### src/dcfp_pkg.sv
// shared types, character codes and the field decoder of the drive command frame parser
package dcfp_pkg;

    localparam int FRAME_LEN   = 16;
    localparam int POS_W       = $clog2(FRAME_LEN);
    localparam int QUEUE_DEPTH = 2;

    // byte positions inside a frame
    localparam int POS_START = 0;
    localparam int POS_SPEED = 1;
    localparam int POS_TURN  = 6;
    localparam int POS_TURN_MARK = 5;
    localparam int FIELD_LEN = 4;

    localparam logic [7:0] CH_S     = 8'h73;
    localparam logic [7:0] CH_T     = 8'h74;
    localparam logic [7:0] CH_V     = 8'h76;
    localparam logic [7:0] CH_MINUS = 8'h2d;
    localparam logic [7:0] CH_SPACE = 8'h20;

    localparam logic signed [15:0] DIGIT_BASE = 16'sd48;
    localparam logic signed [15:0] WEIGHT_HUNDREDS = 16'sd100;
    localparam logic signed [15:0] WEIGHT_TENS = 16'sd10;
    localparam logic signed [15:0] RANGE_MAX = 16'sd100;
    localparam logic signed [15:0] RANGE_MIN = -16'sd100;

    // sign byte in [0], digit bytes in [1] to [3]
    typedef logic [FIELD_LEN-1:0][7:0] t_field;

    typedef struct packed {
        logic   marks_ok;
        t_field speed_field;
        t_field turn_field;
    } t_frame;

    typedef struct packed {
        logic   push;
        t_frame frame;
    } t_front_out;

    function automatic logic signed [7:0] decode_value(input t_field f);
        logic               neg;
        logic               d2_minus;
        logic               d2_space;
        logic               d3_minus;
        logic               d3_space;
        logic signed [15:0] a;
        logic signed [15:0] b;
        logic signed [15:0] c;
        logic signed [15:0] v;
        begin
            neg      = (f[0] == CH_MINUS);
            d2_minus = (f[1] == CH_MINUS);
            d2_space = (f[1] == CH_SPACE);
            d3_minus = (f[2] == CH_MINUS);
            d3_space = (f[2] == CH_SPACE);
            a = $signed({8'd0, f[1]}) - DIGIT_BASE;
            b = $signed({8'd0, f[2]}) - DIGIT_BASE;
            c = $signed({8'd0, f[3]}) - DIGIT_BASE;
            v = 16'sd0;
            // hundreds count only with no blank or minus in the later digits
            if (!d2_minus && !d2_space && !d3_minus && !d3_space) begin
                if (neg) begin
                    v = v - a * WEIGHT_HUNDREDS;
                end else begin
                    v = v + a * WEIGHT_HUNDREDS;
                end
            end
            if (!d3_minus && !d3_space) begin
                if (neg || d2_minus) begin
                    v = v - b * WEIGHT_TENS;
                end else begin
                    v = v + b * WEIGHT_TENS;
                end
            end
            if (neg || d2_minus || d3_minus) begin
                v = v - c;
            end else begin
                v = v + c;
            end
            if (v < RANGE_MIN || v > RANGE_MAX) begin
                v = 16'sd0;
            end
            return v[7:0];
        end
    endfunction

endpackage

### src/dcfp_front.sv
// byte assembler: gathers received bytes into frames and checks the markers
module dcfp_front (
    input  logic                   i_clk,
    input  logic                   i_rst_n,
    input  logic                   i_cfg_valid,
    input  logic                   i_cfg_data,
    input  logic                   i_push,
    input  logic                   i_full,
    input  logic [7:0]             i_rx_byte,
    output dcfp_pkg::t_front_out   o_front
);

    logic [dcfp_pkg::POS_W-1:0] r_pos;
    logic [dcfp_pkg::POS_W-1:0] n_pos;
    logic                       r_enable;
    logic [7:0]                 r_frame [dcfp_pkg::FRAME_LEN];
    logic                       take;
    logic                       last;

    assign take = i_push && !i_full && r_enable;
    assign last = (r_pos == dcfp_pkg::POS_W'(dcfp_pkg::FRAME_LEN - 1));

    always_comb begin
        n_pos = r_pos;
        if (take) begin
            n_pos = last ? '0 : r_pos + dcfp_pkg::POS_W'(1);
        end
    end

    always_ff @(posedge i_clk) begin
        if (!i_rst_n) begin
            r_pos    <= '0;
            r_enable <= 1'b0;
        end else begin
            r_pos <= n_pos;
            if (i_cfg_valid) begin
                r_enable <= i_cfg_data;
            end
        end
    end

    always_ff @(posedge i_clk) begin
        if (take) begin
            r_frame[r_pos] <= i_rx_byte;
        end
    end

    always_comb begin
        o_front.push = take && last;
        o_front.frame.marks_ok = (r_frame[dcfp_pkg::POS_START] == dcfp_pkg::CH_S)
                              && (r_frame[dcfp_pkg::POS_TURN_MARK] == dcfp_pkg::CH_T)
                              && (i_rx_byte == dcfp_pkg::CH_V);
        for (int k = 0; k < dcfp_pkg::FIELD_LEN; k++) begin
            o_front.frame.speed_field[k] = r_frame[dcfp_pkg::POS_SPEED + k];
            o_front.frame.turn_field[k]  = r_frame[dcfp_pkg::POS_TURN + k];
        end
    end

endmodule

### src/dcfp_fifo.sv
// short frame queue between the byte assembler and the decoder
module dcfp_fifo #(
    parameter int DEPTH = dcfp_pkg::QUEUE_DEPTH
) (
    input  logic                 i_clk,
    input  logic                 i_rst_n,
    input  dcfp_pkg::t_front_out i_front,
    input  logic                 i_pop,
    output logic                 o_full,
    output logic                 o_empty,
    output dcfp_pkg::t_frame     o_head
);

    localparam int AW = (DEPTH > 1) ? $clog2(DEPTH) : 1;
    localparam int CW = $clog2(DEPTH + 1);

    dcfp_pkg::t_frame r_mem [DEPTH];
    logic [AW-1:0]    r_wr_ptr;
    logic [AW-1:0]    r_rd_ptr;
    logic [CW-1:0]    r_count;
    logic             do_push;
    logic             do_pop;

    assign o_full  = (r_count == CW'(DEPTH));
    assign o_empty = (r_count == '0);
    assign o_head  = r_mem[r_rd_ptr];
    assign do_push = i_front.push && !o_full;
    assign do_pop  = i_pop && !o_empty;

    always_ff @(posedge i_clk) begin
        if (!i_rst_n) begin
            r_wr_ptr <= '0;
            r_rd_ptr <= '0;
            r_count  <= '0;
        end else begin
            if (do_push) begin
                r_wr_ptr <= (r_wr_ptr == AW'(DEPTH - 1)) ? '0 : r_wr_ptr + AW'(1);
            end
            if (do_pop) begin
                r_rd_ptr <= (r_rd_ptr == AW'(DEPTH - 1)) ? '0 : r_rd_ptr + AW'(1);
            end
            if (do_push && !do_pop) begin
                r_count <= r_count + CW'(1);
            end else if (do_pop && !do_push) begin
                r_count <= r_count - CW'(1);
            end
        end
    end

    always_ff @(posedge i_clk) begin
        if (do_push) begin
            r_mem[r_wr_ptr] <= i_front.frame;
        end
    end

`ifndef NO_ASSERTIONS
    a_count_bound: assert property (@(posedge i_clk) disable iff (!i_rst_n)
        r_count <= CW'(DEPTH))
        else $error("frame queue count above depth");
    a_count_up: assert property (@(posedge i_clk) disable iff (!i_rst_n)
        (do_push && !do_pop) |=> (r_count == $past(r_count) + CW'(1)))
        else $error("frame queue count missed a push");
`endif

endmodule

### src/dcfp_back.sv
// field decoder with held commands and the result register
module dcfp_back (
    input  logic                    i_clk,
    input  logic                    i_rst_n,
    input  logic                    i_q_empty,
    input  dcfp_pkg::t_frame        i_head,
    output logic                    o_q_pop,
    input  logic                    i_pop,
    output logic                    o_empty,
    output logic                    o_frame_valid,
    output logic signed [7:0]       o_speed_cmd,
    output logic signed [7:0]       o_turn_cmd
);

    logic               r_out_valid;
    logic               r_out_frame_valid;
    logic signed [7:0]  r_out_speed;
    logic signed [7:0]  r_out_turn;
    logic signed [7:0]  r_held_speed;
    logic signed [7:0]  r_held_turn;
    logic signed [7:0]  n_held_speed;
    logic signed [7:0]  n_held_turn;
    logic signed [7:0]  dec_speed;
    logic signed [7:0]  dec_turn;

    assign o_q_pop   = !i_q_empty && (!r_out_valid || i_pop);
    assign dec_speed = dcfp_pkg::decode_value(i_head.speed_field);
    assign dec_turn  = dcfp_pkg::decode_value(i_head.turn_field);

    always_comb begin
        n_held_speed = r_held_speed;
        n_held_turn  = r_held_turn;
        if (o_q_pop && i_head.marks_ok) begin
            n_held_speed = dec_speed;
            n_held_turn  = dec_turn;
        end
    end

    always_ff @(posedge i_clk) begin
        if (!i_rst_n) begin
            r_out_valid  <= 1'b0;
            r_held_speed <= '0;
            r_held_turn  <= '0;
        end else begin
            r_held_speed <= n_held_speed;
            r_held_turn  <= n_held_turn;
            if (o_q_pop) begin
                r_out_valid <= 1'b1;
            end else if (i_pop) begin
                r_out_valid <= 1'b0;
            end
        end
    end

    always_ff @(posedge i_clk) begin
        if (o_q_pop) begin
            r_out_frame_valid <= i_head.marks_ok;
            r_out_speed       <= n_held_speed;
            r_out_turn        <= n_held_turn;
        end
    end

    assign o_empty       = !r_out_valid;
    assign o_frame_valid = r_out_frame_valid;
    assign o_speed_cmd   = r_out_speed;
    assign o_turn_cmd    = r_out_turn;

`ifndef NO_ASSERTIONS
    a_bad_frame_holds: assert property (@(posedge i_clk) disable iff (!i_rst_n)
        (o_q_pop && !i_head.marks_ok) |=> ($stable(r_held_speed) && $stable(r_held_turn)))
        else $error("bad frame changed held commands");
    a_result_from_queue: assert property (@(posedge i_clk) disable iff (!i_rst_n)
        $rose(r_out_valid) |-> $past(o_q_pop))
        else $error("result appeared without a queue transfer");
`endif

endmodule

### src/drive_command_frame_parser_core.sv
// top level of the drive command frame parser
// Usage:
//   Input queue side: raise push with a byte on i_rx_byte; a transfer happens at
//   a clock edge with push high and full low. Bytes that arrive while enable is
//   low are taken and dropped. Every sixteenth enabled byte closes a frame.
//   Result queue side: while empty is low, o_frame_valid, o_speed_cmd and
//   o_turn_cmd show the oldest result; pop high with empty low takes it.
//   Configuration: i_cfg_data is written into enable at an edge with i_cfg_valid
//   high; o_cfg_ready is always high. Write it only while the block is idle.
// Timing:
//   one byte per cycle sustained while full is low. A result shows after the edge
//   that takes the last byte of its frame: that edge writes the frame into the
//   frame queue, where it waits at the head until the result register is free,
//   and it is decoded into the result register at the edge that pops it.
// Reset and stalls:
//   synchronous reset clears the byte count, enable, held commands and both
//   queues. If pop stays low, up to QUEUE_DEPTH frames wait behind the result
//   register; once the frame queue holds QUEUE_DEPTH frames, full rises and
//   every byte waits until the decoder frees a slot.
module drive_command_frame_parser_core #(
    parameter int QUEUE_DEPTH = dcfp_pkg::QUEUE_DEPTH
) (
    input  logic              i_clk,
    input  logic              i_rst_n,
    input  logic              i_cfg_valid,
    output logic              o_cfg_ready,
    input  logic              i_cfg_data,
    input  logic              push,
    output logic              full,
    input  logic [7:0]        i_rx_byte,
    output logic              empty,
    input  logic              pop,
    output logic              o_frame_valid,
    output logic signed [7:0] o_speed_cmd,
    output logic signed [7:0] o_turn_cmd
);

    dcfp_pkg::t_front_out front;
    dcfp_pkg::t_frame     head;
    logic                 q_empty;
    logic                 q_pop;

    assign o_cfg_ready = 1'b1;

    dcfp_front u_front (
        .i_clk       (i_clk),
        .i_rst_n     (i_rst_n),
        .i_cfg_valid (i_cfg_valid),
        .i_cfg_data  (i_cfg_data),
        .i_push      (push),
        .i_full      (full),
        .i_rx_byte   (i_rx_byte),
        .o_front     (front)
    );

    dcfp_fifo #(
        .DEPTH (QUEUE_DEPTH)
    ) u_fifo (
        .i_clk   (i_clk),
        .i_rst_n (i_rst_n),
        .i_front (front),
        .i_pop   (q_pop),
        .o_full  (full),
        .o_empty (q_empty),
        .o_head  (head)
    );

    dcfp_back u_back (
        .i_clk         (i_clk),
        .i_rst_n       (i_rst_n),
        .i_q_empty     (q_empty),
        .i_head        (head),
        .o_q_pop       (q_pop),
        .i_pop         (pop),
        .o_empty       (empty),
        .o_frame_valid (o_frame_valid),
        .o_speed_cmd   (o_speed_cmd),
        .o_turn_cmd    (o_turn_cmd)
    );

endmodule

### config.mk
export PLATFORM = sky130hd
export DESIGN_NAME = drive_command_frame_parser_core
export DESIGN_NICKNAME = d
export VERILOG_FILES = /design/src/dcfp_pkg.sv /design/src/dcfp_front.sv /design/src/dcfp_fifo.sv /design/src/dcfp_back.sv /design/src/drive_command_frame_parser_core.sv
export SDC_FILE = /design/constraint.sdc
export NUM_CORES = 1
export LEC_CHECK = 0
export ABC_AREA = 1
export BUFFER_PORTS_ARGS = -buffer_cell sky130_fd_sc_hd__buf_2
export CAP_MARGIN = 20
export CORE_ASPECT_RATIO = 1.25
export CORE_MARGIN = 2
export CORE_UTILIZATION = 58
export DETAILED_ROUTE_END_ITERATION = 8
export GPL_ROUTABILITY_DRIVEN = 0
export MAX_ROUTING_LAYER = met4
export PLACE_DENSITY = 0.86
export SYNTH_ARGS = -nofsm -noshare
export SYNTH_HDL_FRONTEND = slang
export SYNTH_SLANG_ARGS = --single-unit
### constraint.sdc
create_clock -name i_clk -period 6.25 [get_ports i_clk]
set_input_delay 0.3125 -clock i_clk [delete_from_list [all_inputs] [get_ports i_clk]]
set_output_delay 0.3125 -clock i_clk [all_outputs]
set_load 0.01 [all_outputs]
# --- Word level (Yosys, flattened, before mapping) ---
# Memory sizes are Yosys's and may differ from the RTL's. A register that Yosys moved wholly into a read port is not among the register bits.
# Cells that the tools add are included.
op_classes:
  n_addsub: 21
  n_mul: 4
  n_div: 0
  order_cmp: 4
  n_eq_ne: 15
  n_shift: 0
  n_mux: 27
  bitwise_logic: 0
  n_reduce_logical: 42
op_table:
  columns: ["operator", "count"]
  rows:
  - ["16-bit 2-to-1 mux", 10]
  - ["8-bit by 6-bit equality test with 1-bit output, second input constant", 10]
  - ["16-bit adder", 4]
  - ["16-bit subtractor", 4]
  - ["8-bit by 6-bit subtractor with 9-bit output, second input constant", 6]
  - ["16-bit by 8-bit > comparator with 1-bit output, second input constant", 2]
  - ["16-bit by 8-bit less-than comparator with 1-bit output, second input constant", 2]
  - ["16-bit by 4-bit multiplier with 15-bit output, second input constant", 2]
  - ["16-bit by 6-bit multiplier with 14-bit output, second input constant", 2]
  - ["8-bit 2-to-1 mux", 4]
  - ["1-bit by 16-bit subtractor with 16-bit output, first input constant", 2]
  - ["8-bit by 7-bit equality test with 1-bit output, second input constant", 3]
  - ["1-bit logical AND", 19]
  - ["1-bit logical NOT", 13]
  - ["1-bit 2-to-1 mux", 10]
  - ["1-bit logical OR", 7]
  - ["4-bit by 1-bit adder with 4-bit output, second input constant", 1]
  - ["4-bit equality test, second input constant", 1]
  - ["2-bit 2-to-1 mux", 2]
  - ["4-bit 2-to-1 mux", 1]
  - ["2-bit nonzero test", 2]
  - ["1-bit adder, second input constant", 2]
  - ["2-bit by 1-bit adder with 2-bit output, second input constant", 1]
  - ["2-bit equality test, second input constant", 1]
  - ["2 further kinds", 2]
totals:
  reg_bits: 43
  latchBits: 0
  ram_bits: 258
  romBits: 0
  inputBits: 14
  out_inout_bits: 20
  word_cells: 126
  mem_count: 2
memory_table:
  columns: ["name", "words", "word_bits", "rd", "rd_ports_with_merged_regs", "write_ports", "line", "rtl"]
  rows:
  - ["u_fifo.r_mem", 2, 65, 1, 1, 1, "dcfp_fifo.sv:17", "dcfp_pkg::t_frame r_mem [DEPTH];"]
  - ["u_front.r_frame", 16, 8, 10, 0, 1, "dcfp_front.sv:16", "logic [7:0] r_frame [dcfp_pkg::FRAME_LEN];"]

# --- Logic depth before layout (Yosys ltp) ---
depth:
  word_depth: 15
  ltp_mapped: 48
  ltp_nobuf: 44

# --- Cells and area by module ---
# A second synthesis with hierarchy kept.
unflattened:
  cells_unflattened: 1874
  hier_area_um2: 17428.0
modules_own_cells:
  columns: ["module", "instances", "cells_each", "area_each_um2", "seq_area_each_um2"]
  rows:
  - ["dcfp_back", 1, 1466, 9367.7, 850.8]
  - ["dcfp_fifo", 1, 240, 5141.2, 4003.8]
  - ["dcfp_front", 1, 166, 2907.8, 2502.4]
  - ["drive_command_frame_parser_core", 1, 2, 11.3, 0.0]

# --- Worst setup path after synthesis ---
# OpenSTA, ideal clock, no wires.
synth_path:
  path_type: "flip-flop to flip-flop"
  from: "reg with a tool-made name"
  to: "reg u_back.r_out_speed[3], in the netlist u_back.o_speed_cmd[3], data pin"
  setup_ns: 0.254
  arrival_time_ns: 6.405
  required_ns: 5.996
  path_slack_ns: -0.409
  path_stages_with_launch: 42
  path_buffers: 3
  period_less_slack_ns: 6.659
  path_cell_list: "dfxtp_1 -> buf_6 -> inv_6 -> buf_6 -> buf_2 -> or2_2 -> o21ai_0 -> inv_1 -> ha_1 -> xnor2_1 -> ha_1 -> fa_1 -> ha_1 -> ha_1 -> a21oi_1 -> nand3_1 -> nand2_1 -> nand2_1 -> (+6 left out) -> nor2_1 -> a211oi_1 -> nand3_1 -> nand2_1 -> nor2_1 -> ha_1 -> inv_1 -> nor3_1 -> a211oi_1 -> a21bo_2 -> a31oi_1 -> inv_1 -> nand3_2 -> nand2_1 -> nand2_1 -> nand2_2 -> nand2_1 -> nand2_1"
synth_rtl:
  columns: ["element", "line", "rtl"]
  rows:
  - ["end signal, assigned", "dcfp_back.sv:58", "r_out_speed <= n_held_speed;"]
  - ["end, declared", "dcfp_back.sv:17", "logic signed [7:0] r_out_speed;"]

==> run metrics <==
violated checks=negative setup slack; Fill cells=1837; worst setup slack after layout=-0.394 ns; Register Area=7360 um^2; first-pass GRT wire length=64600 um; die footprint=30900 um^2; CP required=between 6 and 7 ns; IO Count=34; status=complete, but fails checks; HP Class=primary input to flip-flop; Syn Area/Cell=8.88 um^2; Tmin final=6.64 ns; Synth top area share=39.8%; worst path arrival time=7.09 ns; Post-Synthesis Cells=1930; Fin. Hold Viols=0; DRT Pass-1 Iters=6; row count=70; Routed Antenna Nets=0; Synth cell types=58; Clock transition at path regs=~0.07 ns; DRT iter0 DRCs=between 1k and 1.5k; Slew Viols, Final=0; Top FF cell, synth=edfxtp_1; CP Launch Type=flip-flop; max cap viols=0; average wire per standard cell=18.4 um; Mapped Nets=approximately 2.1k; WL final=46400 um; routed vias/inst=5.89; RSZ-0062 raised after global routing=true; CTS sink count=between 200 and 300; overall die height=~200 um; initial antenna violation count=0; sequential-to-total area share from yosys stat=42.9%; cell mode on critical path=nand2_1; # DRC=0; number of synthesized flops with an enable pin=between 200 and 250; worst relative slew slack=26.6%; nature of the critical path endpoint=flip-flop; Commonest cells post-synth=nand2_1, inv_1, edfxtp_1; DP HPWL=28000 um; initial core utilization=about three fifths; Crit Path Class=flip-flop to flip-flop; CP max stage delay=0.61 ns; slowest CP cell=fa_1; port bufs=32; FF+latch count, synth=approximately 250; All-Layer GR Usage=26.5%; final setup violation count=32; later-pin clock latency in the skew report=0.54 ns; root buf cell=clkbuf_16; placed cell count=2443; fraction of registers with async set/reset=0%; critical-path maximum fanout=8; nets@finish=about 2.3k; CTS max path bufs=3; core box area=slightly below 30000 um^2; Layout Skew=0.0220 ns; Fin Hold WS=0.0945 ns; final worst-path cycle share=106%; largest net degree at the start of global routing=58; Die X=158 um; routed vias=14.9k; CTS buffer count=25; Cell Area, Synth=17100 um^2; vias in the first global route=around 14k; Worst Max-Slew Pin Slew=1.09 ns; synthesis-to-layout area growth=21.1%; yosys warns=0; CTS tree=built; share of layout cells above drive strength 1=roughly 22%; grt ovf=0; f_max=151 MHz; largest cells by area after synthesis=edfxtp_1, ha_1, nand2_1, inv_1, xor2_1; antenna fix cells=0; Synth area leader=edfxtp_1; Post-Layout Cell Count=2526; footprint of the multi-input gates=9790 um^2; H-tree depth=1; most common cell in the netlist=nand2_1
==> cell usage in the layout (no fill, tap or decap), types with 10 or more instances in the layout <==
cell type / n
o21ai_1: 13
clkbuf_16: 26
ha_4: 33
nand3_2: 15
dfxtp_1: 26
buf_2: 33
nand2_2: 52
ha_1: 135
inv_1: 242
o21ai_2: 14
edfxtp_1: 227
o21ai_0: 56
buf_4: 129
xnor2_1: 22
nand3b_1: 10
fa_1: 15
xor2_1: 65
a21oi_1: 87
a21oi_2: 27
nor3_1: 34
nand4_1: 37
nand2_1: 389
nor2_2: 12
nand3_1: 90
inv_2: 20
or2_2: 13
nor2_1: 142
==> state kept, by name (all words and copies together), names as in the netlist, 2 cells and up, named ones only <==
register and count:
u_fifo.r_mem 130, u_front.r_frame 80, u_back.o_speed_cmd 8, u_back.o_turn_cmd 8
u_back.r_held_speed 8, u_back.r_held_turn 8, u_front.r_pos 4, u_fifo.r_count 2
==> routing by layer <==
metal  GRT usage [%]  part of all wire [%]
met5               -                     0
met4            10.1                   5.1
met3            3.23                   6.9
met2            48.4                    52
met1            29.0                    36
==> critical path: cells and delay by family (launching register included) <==
family	cells	cell delay, ns
AOI/OAI and AO/OA	9	1.51
DFF	1	0.45
xor gates and xnor gates	1	0.18
adders and majority gates	6	2.00
buffers and inverters	7	0.82
and+or+nand+nor	12	1.57
==> cell families after synthesis <==
kind of cell | synth area share, %
other | 0.0219
XOR/XNOR | 5.01
AND/OR/NAND/NOR | 21.8
buffers and inverters | 6.60
flip-flops | 42.9
multiplexers | 0.548
AO/OA/AOI/OAI | 8.46
adder cells (fa/ha/maj) | 14.6
==> metrics by stage <==
stage	setup TNS [ns]	worst slack [ns]	util [%]	area, um^2
4_1_cts	-0.177	-0.0354	68.1	19900
3_5_place_dp	-3.99	-0.197	63.8	18600
3_3_place_gp	0	0.0364	63.7	18600
5_1_grt	-19.75	-0.749	71.1	20700
2_1_floorplan	0	0.00519	-	17300
6_report	-8.18	-0.394	71.1	20700
==> repair_timing <==
| item | in CTS | in global routing |
|---|---|---|
| endpoints found under the hold margin | 1 | 0 |
| pin swaps | 36 | 66 |
| resized for setup | 81 | 129 |
| cloned | 1 | 1 |
| hold buffers | 2 | 0 |
| setup endpoints to repair | 32 | 32 |
| setup buffers | 6 | 24 |
==> final timing paths <==
path | slack (ns) | end | from | cells past startpoint
worst min-delay path | 0.09 | u_front.r_pos[1] | i_rst_n | 3
worst max register to register | -0.39 | u_back.r_held_turn[1] | flip-flop | 35
worst min register to register | 0.44 | flip-flop | u_fifo.r_rd_ptr | 1
worst max-delay path | -0.39 | u_back.r_held_turn[1] | flip-flop | 35
==> final cells by class <==
cell class              instances  share of cell area [%]
flip-flops and latches        254                    35.5
clock inverters                15                   0.688
repair buffers                174                    6.26
clock buffers                  30                    3.11
repair inverters                1                  0.0302
well taps                     396                    2.39
multi-input cells            1392                    47.2
inverters                     264                    4.81
Power is left out: the tool's default activity adds up to more than one toggle a clock period on the data nets, which glitch-free logic cannot reach.
